<file path="src/design/smse_pkg.sv">
`timescale 1ns / 1ps

package smse_pkg;

  localparam int ACC_W  = 42;
  localparam int STEP_W = 4;

  localparam logic [23:0]      Q24_MAX = 24'hFFFFFF;
  localparam logic [ACC_W-1:0] RND_Q12 = ACC_W'(32'h800);
  localparam logic [ACC_W-1:0] RND_Q16 = ACC_W'(32'h8000);
  localparam logic [16:0]      ONE_Q16 = 17'h10000;

  localparam logic [15:0] SMOOTHING_RST     = 16'd58982;
  localparam logic [15:0] FILAMENT_AREA_RST = 16'd8317;
  localparam logic [14:0] RETRACT_LIMIT_RST = 15'd6400;

  typedef enum logic [1:0] {
    REG_SMOOTHING     = 2'd0,
    REG_FILAMENT_AREA = 2'd1,
    REG_RETRACT_LIMIT = 2'd2
  } reg_index_t;

  typedef struct packed {
    logic               block_present;
    logic               moves_xy;
    logic               moves_z;
    logic signed [15:0] speed_x;
    logic signed [15:0] speed_y;
    logic signed [15:0] speed_e;
  } in_item_t;

  typedef struct packed {
    logic [23:0] xy_speed_out;
    logic [23:0] flow_out;
    logic        retract_seen;
  } out_item_t;

  typedef logic [STEP_W-1:0] step_t;

  typedef enum logic [2:0] {
    A_NONE, A_AX, A_AY, A_AREA, A_XY_AVG, A_FLOW_AVG, A_XY_SMP, A_FLOW_SMP
  } mul_a_t;

  typedef enum logic [2:0] {
    B_NONE, B_AX, B_AY, B_SE, B_SMOOTH, B_WEIGHT
  } mul_b_t;

  typedef enum logic [2:0] {
    ACC_HOLD, ACC_LOAD, ACC_LOAD_R12, ACC_LOAD_R16, ACC_ADD
  } acc_op_t;

  typedef enum logic [2:0] {
    WR_NONE, WR_REM, WR_FLOW_SMP, WR_XY_AVG, WR_FLOW_AVG
  } wr_t;

  // hold: stay on the current step while the condition is true
  typedef enum logic [1:0] {
    H_NONE, H_NO_INPUT, H_ROOT_BUSY, H_OUT_BUSY
  } hold_t;

  typedef struct packed {
    logic    ld_in;
    mul_a_t  mul_a;
    mul_b_t  mul_b;
    acc_op_t acc_op;
    wr_t     wr;
    logic    root_step;
    logic    out_load;
    hold_t   hold;
    logic    jump;
    step_t   target;
  } ctl_t;

  localparam ctl_t CTL_IDLE = '{
    ld_in: 1'b0, mul_a: A_NONE, mul_b: B_NONE, acc_op: ACC_HOLD, wr: WR_NONE,
    root_step: 1'b0, out_load: 1'b0, hold: H_NONE, jump: 1'b1, target: '0
  };

  function automatic ctl_t ucode(input step_t step);
    ctl_t c;
    c = CTL_IDLE;
    c.jump = 1'b0;
    unique case (step)
      4'd0: begin
        c.ld_in = 1'b1;
        c.hold  = H_NO_INPUT;
      end
      4'd1: begin
        c.mul_a  = A_AX;
        c.mul_b  = B_AX;
        c.acc_op = ACC_LOAD;
      end
      4'd2: begin
        c.mul_a  = A_AY;
        c.mul_b  = B_AY;
        c.acc_op = ACC_ADD;
        c.wr     = WR_REM;
      end
      4'd3: begin
        c.root_step = 1'b1;
        c.hold      = H_ROOT_BUSY;
      end
      4'd4: begin
        c.mul_a  = A_AREA;
        c.mul_b  = B_SE;
        c.acc_op = ACC_LOAD_R12;
        c.wr     = WR_FLOW_SMP;
      end
      4'd5: begin
        c.mul_a  = A_XY_AVG;
        c.mul_b  = B_SMOOTH;
        c.acc_op = ACC_LOAD_R16;
      end
      4'd6: begin
        c.mul_a  = A_XY_SMP;
        c.mul_b  = B_WEIGHT;
        c.acc_op = ACC_ADD;
        c.wr     = WR_XY_AVG;
      end
      4'd7: begin
        c.mul_a  = A_FLOW_AVG;
        c.mul_b  = B_SMOOTH;
        c.acc_op = ACC_LOAD_R16;
      end
      4'd8: begin
        c.mul_a  = A_FLOW_SMP;
        c.mul_b  = B_WEIGHT;
        c.acc_op = ACC_ADD;
        c.wr     = WR_FLOW_AVG;
      end
      4'd9: begin
        c.out_load = 1'b1;
        c.hold     = H_OUT_BUSY;
        c.jump     = 1'b1;
        c.target   = 4'd0;
      end
      default: c = CTL_IDLE;
    endcase
    return c;
  endfunction

endpackage

</file>
<file path="src/design/smoothed_motion_speed_estimator.sv">
`timescale 1ns / 1ps

// Smoothed motion speed estimator.
// in channel (in_valid/in_ready/in_item): one request per update tick with the
// current segment flags and X, Y, extruder speeds.
// out channel (out_valid/out_ready/out_item): one result per request, carrying
// the filtered XY speed and extrusion rate (Q16.8) and the retract flag.
// cfg port: cfg_write/cfg_index/cfg_data writes smoothing (0), filament area (1)
// and retract limit (2); other indexes are dropped.
// A microcode sequencer steps one shared 24x17 multiplier through the squares,
// the flow product and both filter updates, and the square root runs one
// result bit per cycle.
// One request is in flight at a time; the next is taken as soon as the result
// sits in the output register, so a stalled receiver delays only the
// hand-off of the following result.
// Reset (rst, synchronous) clears both filtered values, loads the register
// defaults and leaves the sequencer waiting for a request.
module smoothed_motion_speed_estimator #(
  parameter int ROOT_BITS = 16
) (
  input  logic                clk,
  input  logic                rst,
  input  logic                in_valid,
  output logic                in_ready,
  input  smse_pkg::in_item_t  in_item,
  output logic                out_valid,
  input  logic                out_ready,
  output smse_pkg::out_item_t out_item,
  input  logic                cfg_write,
  input  logic [1:0]          cfg_index,
  input  logic [15:0]         cfg_data
);

  localparam int CW    = (2 * ROOT_BITS + 2 > 32) ? 2 * ROOT_BITS + 2 : 32;
  localparam int CNT_W = $clog2(ROOT_BITS);
  localparam int SW    = (ROOT_BITS + 8 > 24) ? ROOT_BITS + 8 : 24;

  logic [15:0] smoothing;
  logic [15:0] filament_area;
  logic [14:0] retract_limit;

  smse_pkg::step_t    pc, pc_next;
  smse_pkg::ctl_t     ctl;
  smse_pkg::in_item_t item;

  logic [23:0] xy_avg, flow_avg, flow_smp;
  logic [ROOT_BITS-1:0] root;
  logic [31:0] rem;
  logic [CNT_W-1:0] cnt;
  logic [smse_pkg::ACC_W-1:0] acc, acc_sum;

  logic [15:0] ax, ay;
  logic [16:0] weight;
  logic [23:0] mul_a;
  logic [16:0] mul_b;
  logic [40:0] product;
  logic        use_xy, flow_en, held;
  logic [23:0] xy_smp;
  logic [SW-1:0] root_q;
  logic [CW-1:0] trial;
  logic [CNT_W:0]   sh_root;
  logic [CNT_W+1:0] sh_bit;

  function automatic logic [23:0] sat_q24(input logic [smse_pkg::ACC_W-1:0] v);
    return (v > smse_pkg::ACC_W'(smse_pkg::Q24_MAX)) ? smse_pkg::Q24_MAX : v[23:0];
  endfunction

  assign ctl      = smse_pkg::ucode(pc);
  assign in_ready = ctl.ld_in;

  assign ax     = item.speed_x[15] ? 16'(-item.speed_x) : item.speed_x;
  assign ay     = item.speed_y[15] ? 16'(-item.speed_y) : item.speed_y;
  assign weight = smse_pkg::ONE_Q16 - 17'(smoothing);
  assign use_xy = item.block_present & item.moves_xy;
  assign flow_en = !item.block_present
                 || (item.moves_xy && !item.speed_e[15] && item.speed_e[14:0] < retract_limit);

  assign root_q = SW'(root) << 8;
  assign xy_smp = !use_xy ? '0
                : (root_q > SW'(smse_pkg::Q24_MAX)) ? smse_pkg::Q24_MAX : root_q[23:0];

  // trial = ((root << 1) + bit) << i, with i = cnt
  assign sh_root = {1'b0, cnt} + 1'b1;
  assign sh_bit  = {1'b0, cnt, 1'b0};
  assign trial   = (CW'(root) << sh_root) + (CW'(1) << sh_bit);

  always_comb begin
    unique case (ctl.mul_a)
      smse_pkg::A_AX:       mul_a = 24'(ax);
      smse_pkg::A_AY:       mul_a = 24'(ay);
      smse_pkg::A_AREA:     mul_a = 24'(filament_area);
      smse_pkg::A_XY_AVG:   mul_a = xy_avg;
      smse_pkg::A_FLOW_AVG: mul_a = flow_avg;
      smse_pkg::A_XY_SMP:   mul_a = xy_smp;
      smse_pkg::A_FLOW_SMP: mul_a = item.block_present ? flow_smp : '0;
      default:              mul_a = '0;
    endcase
  end

  always_comb begin
    unique case (ctl.mul_b)
      smse_pkg::B_AX:     mul_b = 17'(ax);
      smse_pkg::B_AY:     mul_b = 17'(ay);
      smse_pkg::B_SE:     mul_b = 17'(item.speed_e[14:0]);
      smse_pkg::B_SMOOTH: mul_b = 17'(smoothing);
      smse_pkg::B_WEIGHT: mul_b = weight;
      default:            mul_b = '0;
    endcase
  end

  assign product = 41'(mul_a) * 41'(mul_b);

  always_comb begin
    unique case (ctl.acc_op)
      smse_pkg::ACC_LOAD:     acc_sum = smse_pkg::ACC_W'(product);
      smse_pkg::ACC_LOAD_R12: acc_sum = smse_pkg::ACC_W'(product) + smse_pkg::RND_Q12;
      smse_pkg::ACC_LOAD_R16: acc_sum = smse_pkg::ACC_W'(product) + smse_pkg::RND_Q16;
      smse_pkg::ACC_ADD:      acc_sum = acc + smse_pkg::ACC_W'(product);
      default:                acc_sum = acc;
    endcase
  end

  always_comb begin
    unique case (ctl.hold)
      smse_pkg::H_NO_INPUT:  held = !in_valid;
      smse_pkg::H_ROOT_BUSY: held = (cnt != '0);
      smse_pkg::H_OUT_BUSY:  held = out_valid && !out_ready;
      default:               held = 1'b0;
    endcase
  end

  always_comb begin
    if (held) begin
      pc_next = pc;
    end else if (ctl.jump) begin
      pc_next = ctl.target;
    end else begin
      pc_next = pc + 1'b1;
    end
  end

  // control and filter state
  always_ff @(posedge clk) begin
    if (rst) begin
      pc            <= '0;
      out_valid     <= 1'b0;
      xy_avg        <= '0;
      flow_avg      <= '0;
      smoothing     <= smse_pkg::SMOOTHING_RST;
      filament_area <= smse_pkg::FILAMENT_AREA_RST;
      retract_limit <= smse_pkg::RETRACT_LIMIT_RST;
    end else begin
      pc <= pc_next;
      if (ctl.out_load && !held) begin
        out_valid <= 1'b1;
      end else if (out_ready) begin
        out_valid <= 1'b0;
      end
      if (ctl.wr == smse_pkg::WR_XY_AVG) begin
        xy_avg <= sat_q24(acc_sum >> 16);
      end
      if (ctl.wr == smse_pkg::WR_FLOW_AVG && flow_en) begin
        flow_avg <= sat_q24(acc_sum >> 16);
      end
      if (cfg_write) begin
        case (cfg_index)
          smse_pkg::REG_SMOOTHING:     smoothing     <= cfg_data;
          smse_pkg::REG_FILAMENT_AREA: filament_area <= cfg_data;
          smse_pkg::REG_RETRACT_LIMIT: retract_limit <= cfg_data[14:0];
          default: ;
        endcase
      end
    end
  end

  // datapath
  always_ff @(posedge clk) begin
    acc <= acc_sum;
    if (ctl.ld_in && in_valid) begin
      item <= in_item;
    end
    if (ctl.wr == smse_pkg::WR_REM) begin
      rem  <= acc_sum[31:0];
      root <= '0;
      cnt  <= CNT_W'(ROOT_BITS - 1);
    end else if (ctl.root_step) begin
      if (CW'(rem) >= trial) begin
        root <= root | (ROOT_BITS'(1) << cnt);
        rem  <= rem - trial[31:0];
      end
      if (cnt != '0) begin
        cnt <= cnt - 1'b1;
      end
    end
    if (ctl.wr == smse_pkg::WR_FLOW_SMP) begin
      flow_smp <= sat_q24(acc_sum >> 12);
    end
    if (ctl.out_load && !held) begin
      out_item.xy_speed_out <= xy_avg;
      out_item.flow_out     <= flow_avg;
      out_item.retract_seen <= item.block_present & !item.moves_xy & !item.moves_z;
    end
  end

endmodule

</file>
<file path="config.mk">
export PLATFORM = sky130hd
export DESIGN_NAME = smoothed_motion_speed_estimator
export DESIGN_NICKNAME = d
export VERILOG_FILES = /design/src/design/smse_pkg.sv /design/src/design/smoothed_motion_speed_estimator.sv
export SDC_FILE = /design/constraint.sdc
export NUM_CORES = 2
export LEC_CHECK = 0
export ABC_AREA = 0
export BUFFER_PORTS_ARGS = -buffer_cell sky130_fd_sc_hd__buf_2
export CAP_MARGIN = 0
export CORE_MARGIN = 1.5
export CORE_UTILIZATION = 30
export CTS_CLUSTER_DIAMETER = 100
export DETAILED_ROUTE_END_ITERATION = 8
export GPL_TIMING_DRIVEN = 0
export SKIP_CTS_REPAIR_TIMING = 1
export SLEW_MARGIN = 30
export SYNTH_ARGS = -nofsm -noshare
export SYNTH_HDL_FRONTEND = slang
export SYNTH_SLANG_ARGS = --single-unit
</file>
<file path="constraint.sdc">
create_clock -name clk -period 16 [get_ports clk]
set_clock_uncertainty 0.1 [all_clocks]
set_input_delay 3.2 -clock clk [delete_from_list [all_inputs] [get_ports clk]]
set_output_delay 3.2 -clock clk [all_outputs]
set_load 0.005 [all_outputs]
</file>
## Word-level counts from Yosys, hierarchy flattened

Index checks and enable logic that the tools add are counted.

- Add/subtract/negate cells: 11
- Multipliers: 1
- $lt $le $gt $ge: 5
- Equality and inequality tests: 34
- Shift-type cells: 3
- Mux-type cells: 23
- Bitwise gates (word level): 4
- Reduce and logical (&&, ||, !) cells: 27

Operator list:

| kind | number |
|---|---|
| $pmux 24 s7 | 1 |
| $pmux 42 s4 | 1 |
| $mux 24 | 4 |
| $mux 32 | 3 |
| $pmux 17 s5 | 1 |
| $pmux 9 s7 | 1 |
| $add 41x12->42 const B | 1 |
| $add 41x16->42 const B | 1 |
| $add 42x41->42 | 1 |
| $mul 24x17->41 | 1 |
| $add 34x34->34 | 1 |
| $ge 32x34->1 | 1 |
| $shl 1x5->34 const A | 1 |
| $shl 16x5->34 | 1 |
| $mux 16 | 2 |
| $neg 16->16 | 2 |
| $sub 32x32->32 | 1 |
| $gt 30x24->1 const B | 1 |
| $gt 26x24->1 const B | 1 |
| $eq 3x2->1 const B | 8 |
| $eq 3x3->1 const B | 8 |
| $gt 24x24->1 const B | 1 |
| $sub 17x16->17 const A | 1 |
| $eq 4x3->1 const B | 4 |
| other kinds (28) | 60 |

- Flip-flop bits (word level): 318
- Output and inout bits: 51
- Word-level logic and storage cells: 129

## Logic depth before layout (Yosys ltp)

- Word-level depth: 9
- Gate-level depth with buffers: 49
- Depth with buffers taken out: 43

## Worst setup path before layout

Ideal clock, no wire load.

- Path type: register to register
- Start point: register pc[0]
- End point: register flow_smp[10], data pin
- Setup time: 0.271 ns
- Arrival: 10.843 ns
- Data required time: 15.629 ns
- Slack: 4.785 ns
- Cell stages (with the launch flop): 48
- Path buffers: 6
- Clock period less this slack: 11.215 ns
- Path through: dfxtp_1 > inv_1 > ha_1 > clkbuf_1 > inv_1 > o21a_1 > o21ai_0 > nand2_1 > nor3_1 > clkbuf_1 > a21oi_1 > nand2_1 > clkbuf_1 > nand2_1 > fa_1 > inv_1 > fa_1 > inv_1 > [12 not listed] > a211oi_1 > o21ai_0 > and2_1 > clkbuf_1 > ha_1 > and3_1 > a221o_1 > a21oi_1 > o21ai_0 > nand3_1 > and3_1 > o21ai_0 > xor2_1 > a221oi_1 > nand3_1 > nor3_1 > clkbuf_1 > nand3_1

- Cells in the longest elaborated chain, start to end: 8
- Elaborated cells between the ends (all ways): 32
- Classes of those cells: add/sub (3); mul (1); order compare (1); eq/ne (23); mux (4)

RTL lines:

| item | line | source |
|---|---|---|
| start: declaration | smoothed_motion_speed_estimator.sv:42 | `smse_pkg::step_t pc, pc_next;` |
| start signal: assignment | smoothed_motion_speed_estimator.sv:153 | `pc <= pc_next;` |
| $eq 4x4->1 (tied with other cells) | smse_pkg.sv:83 | `unique case (step)` |
| $pmux 9 s7 * | smse_pkg.sv:83 |  |
| $eq 3x3->1 (tied with other cells) | smoothed_motion_speed_estimator.sv:88 | `unique case (ctl.mul_a)` |
| $pmux 24 s7 or $pmux 17 s5 (tied branches) | smoothed_motion_speed_estimator.sv:88, smoothed_motion_speed_estimator.sv:101 |  |
| $mul 24x17->41 | smoothed_motion_speed_estimator.sv:111 | `assign product = 41'(mul_a) * 41'(mul_b);` |
| $add 42x41->42 (tied with other cells) | smoothed_motion_speed_estimator.sv:118 | `smse_pkg::ACC_ADD: acc_sum = acc + smse_pkg::ACC_W'(product);` |
| $pmux 42 s4 * | smoothed_motion_speed_estimator.sv:114 | `unique case (ctl.acc_op)` |
| named net acc_sum (one bit) | smoothed_motion_speed_estimator.sv:50 | `logic [smse_pkg::ACC_W-1:0] acc, acc_sum;` |
| $gt 30x24->1 * | smoothed_motion_speed_estimator.sv:65 | `return (v > smse_pkg::ACC_W'(smse_pkg::Q24_MAX)) ? smse_pkg::Q24_MAX : v[23:0];` |
| end signal: assignment | smoothed_motion_speed_estimator.sv:196 | `flow_smp <= sat_q24(acc_sum >> 12);` |
| end: declaration | smoothed_motion_speed_estimator.sv:46 | `logic [23:0] xy_avg, flow_avg, flow_smp;` |

The timed path passes the listed nets; every way through them passes the cells marked *.
A chain may end at the register's enable or synchronous reset.

## Worst setup path in the final report

- Start point: register pc[0]
- End point: register flow_smp[1], data pin

Same word-level chain as after synthesis.

==> summary.txt <==
Placement
  • DP HPWL: 102 mm
  • IO Port Bufs: 123
  • Gpl congestion: 0.995

Global route
  • Vias in the first global route: 30200
  • First-pass GRT wire length: 186 mm
  • Largest net degree at the start of global routing: 50
  • Initial antenna violation count: 4
  • GRT Overall Usage: 20.8%
  • Congestion Overflow GR: 0

Status
  • Status: complete, but fails checks
  • Failing checks: design-rule violations

STA
  • Slew at the pin with the worst max-slew slack: 1030 ps
  • Final hold vios: 0
  • Setup repair after global routing missed its margin: false
  • Part of the cycle the worst path needs: 92.9%
  • Pins Over Slew Limit: 0
  • Final hold slack: 356 ps
  • Post-layout min period: 14870 ps
  • # setup viols final: 0
  • Setup TNS: 0 ps
  • Maximum clock rate: 0.0673 GHz
  • Max_slew headroom: 31.0%

Power and ir drop
  • Maximum VDD drop: 0.138 mV
  • Pleak: 16.4 nW
  • PwrDens: 194 mW/mm^2

Synthesis
  • Yosys top cell by area: fa_1
  • Mapped Cells: 3990
  • Top FF cell, synth: dfxtp_1
  • Synth warn: 0
  • Yosys reg bits: 318
  • Post-Syn Area: 0.0345 sq mm
  • Net Count, Synth: 4631
  • Top post-synthesis cells by area: fa_1 19%, edfxtp_1 14%, dfxtp_1 9.4%
  • Post-synth cell types: 102
  • Register area share after synthesis: 23.0%
  • Ys async rst share: 0%
  • Mapped Avg Cell Area: 8.65 sq um
  • EDFF count, synth: 156
  • Top cell type's share of synthesized area: 19.2%

Finish
  • Area growth syn-to-layout: 11.6%
  • Share of cells above drive strength 1: 7.99%
  • Inserted Diodes: 0
  • Final net count: 4817
  • Post-layout util: 33.7%

Clock tree
  • Worst-path clk slew: 60 ps
  • CTS Buffer Depth: 3
  • Num CTS Buffers: 36
  • Clock sinks: 318
  • Clock root cell: clkbuf_16
  • H-tree Lvls: 2
  • TritonCTS clock tree: yes
  • Worst skew pair latency: 580 ps

Floorplanning
  • Die H: 342 microns
  • IO Pins: 125
  • Die area: 0.117 sq mm
  • Die Wd: 342 microns
  • Initial core utilization: 30.2%
  • Core area: 0.114 sq mm
  • Site row count: 124

Critical path
  • CP bufs+invs: 12
  • Crit path DAT: 15050 ps
  • Crit-path max FO: 10
  • CP Class: reg2reg
  • Reg2reg path depth: 43
  • Worst R2R Setup Slack: 1130 ps
  • Slowest CP cell: buf_1
  • Startpoint types: register
  • Delay-heaviest family, CP: adder cells
  • Worst path depth: 43
  • WP data required: 16180 ps
  • Slowest stage delay, CP: 830 ps
  • Nature of the critical path endpoint: register

Routing
  • Routed length per placed instance: 21.7 microns
  • Via/cell ratio: 5.45
  • Drt total wl: 124 mm
  • Routed Antenna Nets: 0
  • DR iter-0 viols: 3380
  • Vias: 31200
  • Drt drc: 10
  • First-pass detailed-route iteration total: 9

Hold path
  • Hold path depth: 2
  • Worst hold path type: reg2reg

Flow run
  • MaxCap Viol Count: 0
-- cells in the final DEF (no fill, tap or decap), drive strengths merged, types with 66 or more instances in the layout --
cell,n
nand2,565
inv,512
fa,331
nor2,272
a21oi,246
ha,236
clkbuf,218
buf,181
dfxtp,162
edfxtp,156
o21ai,129
and2,106
xnor2,92
xor2,75
nand3,75
a21o,66
-- final timing paths --
check / start / endpoint
setup / recovery: pc[0] / flow_smp[1]
hold / removal: retract_limit[3] / retract_limit[3]
setup reg to reg: pc[0] / flow_smp[1]
hold reg to reg: retract_limit[3] / retract_limit[3]
-- final cells by class --
| cell class | count | area [sq um] |
|---|---|---|
| Buffer | 200 | 875 |
| Clock buffer | 54 | 1050 |
| Clock inverter | 11 | 82.6 |
| Fill cell | 12100 | 75700 |
| Inverter | 510 | 1910 |
| Multi-Input combinational cell | 2962 | 23900 |
| Sequential cell | 318 | 7930 |
| Tap cell | 1512 | 1890 |
| Timing Repair Buffer | 148 | 840 |
-- per-stage QoR --
step | instances | power, mW | area, sq um | setup slack [ps]
final | 5715 | 7.49 | 38500 | 1130
after global routing | 5715 | 8.03 | 38500 | 624
after CTS | 5715 | 7.42 | 38500 | 1240
after detailed placement | 5650 | 6.57 | 37400 | 1320
after global placement | 5625 | 6.47 | 37000 | 434
after floorplan | 3990 | 4.80 | 34500 | 4790
-- routing by layer --
layer  up-vias  GRT usage (%)  wire (microns)
met5         -              0              32
met4         6           10.2            6700
met3       298           3.93           11100
met2      1424           32.7           54900
met1     15400           27.4           51200
li1      14100              -               -
-- cell usage after synthesis, drive strengths merged (47+ instances only) --
library cell and instances:
nand2 565, inv 510, fa 331, nor2 272
a21oi 246, ha 236, clkbuf 164, dfxtp 162
edfxtp 156, o21ai 129, and2 106, xnor2 92
nand3 75, xor2 75, a21o 66, nor3 49
a31oi 47
-- worst register-to-register path: cells and delay by family (launching register included) --
family | cells | cell delay [ps]
AO/OA/AOI/OAI | 9 | 2800
XOR/XNOR | 1 | 120
adder cells (fa/ha/maj) | 9 | 3960
buffers and inverters | 12 | 3520
flip-flops | 1 | 340
AND/OR/NAND/NOR | 12 | 3770
-- report_power, final --
part / internal, mW / switching [mW]
Clock: 0.458 / 0.358
Combinational: 1.81 / 3.69
Sequential: 1.07 / 0.102
-- sequential cells by signal, summed over array words and instances, names as in the netlist --
name           cells
rem               32
item              51
pc                 4
cnt                4
smoothing         16
flow_smp          24
acc               42
retract_limit     15
root              16
flow_avg          24
out_item          49
out_valid          1
xy_avg            24
filament_area     16
-- cell families (layout without fill, tap and decap cells) --
kind of cell | count (synthesis) | after routing | synth area share, %
flip-flops | 318 | 318 | 23.0
XOR/XNOR | 167 | 167 | 4.24
adder cells (fa/ha/maj) | 567 | 567 | 27.8
AND/OR/NAND/NOR | 1291 | 1291 | 17.5
multiplexers | 54 | 54 | 1.77
AO/OA/AOI/OAI | 883 | 883 | 17.7
buffers and inverters | 710 | 923 | 8.08
(Power assumes the default switching activity.)
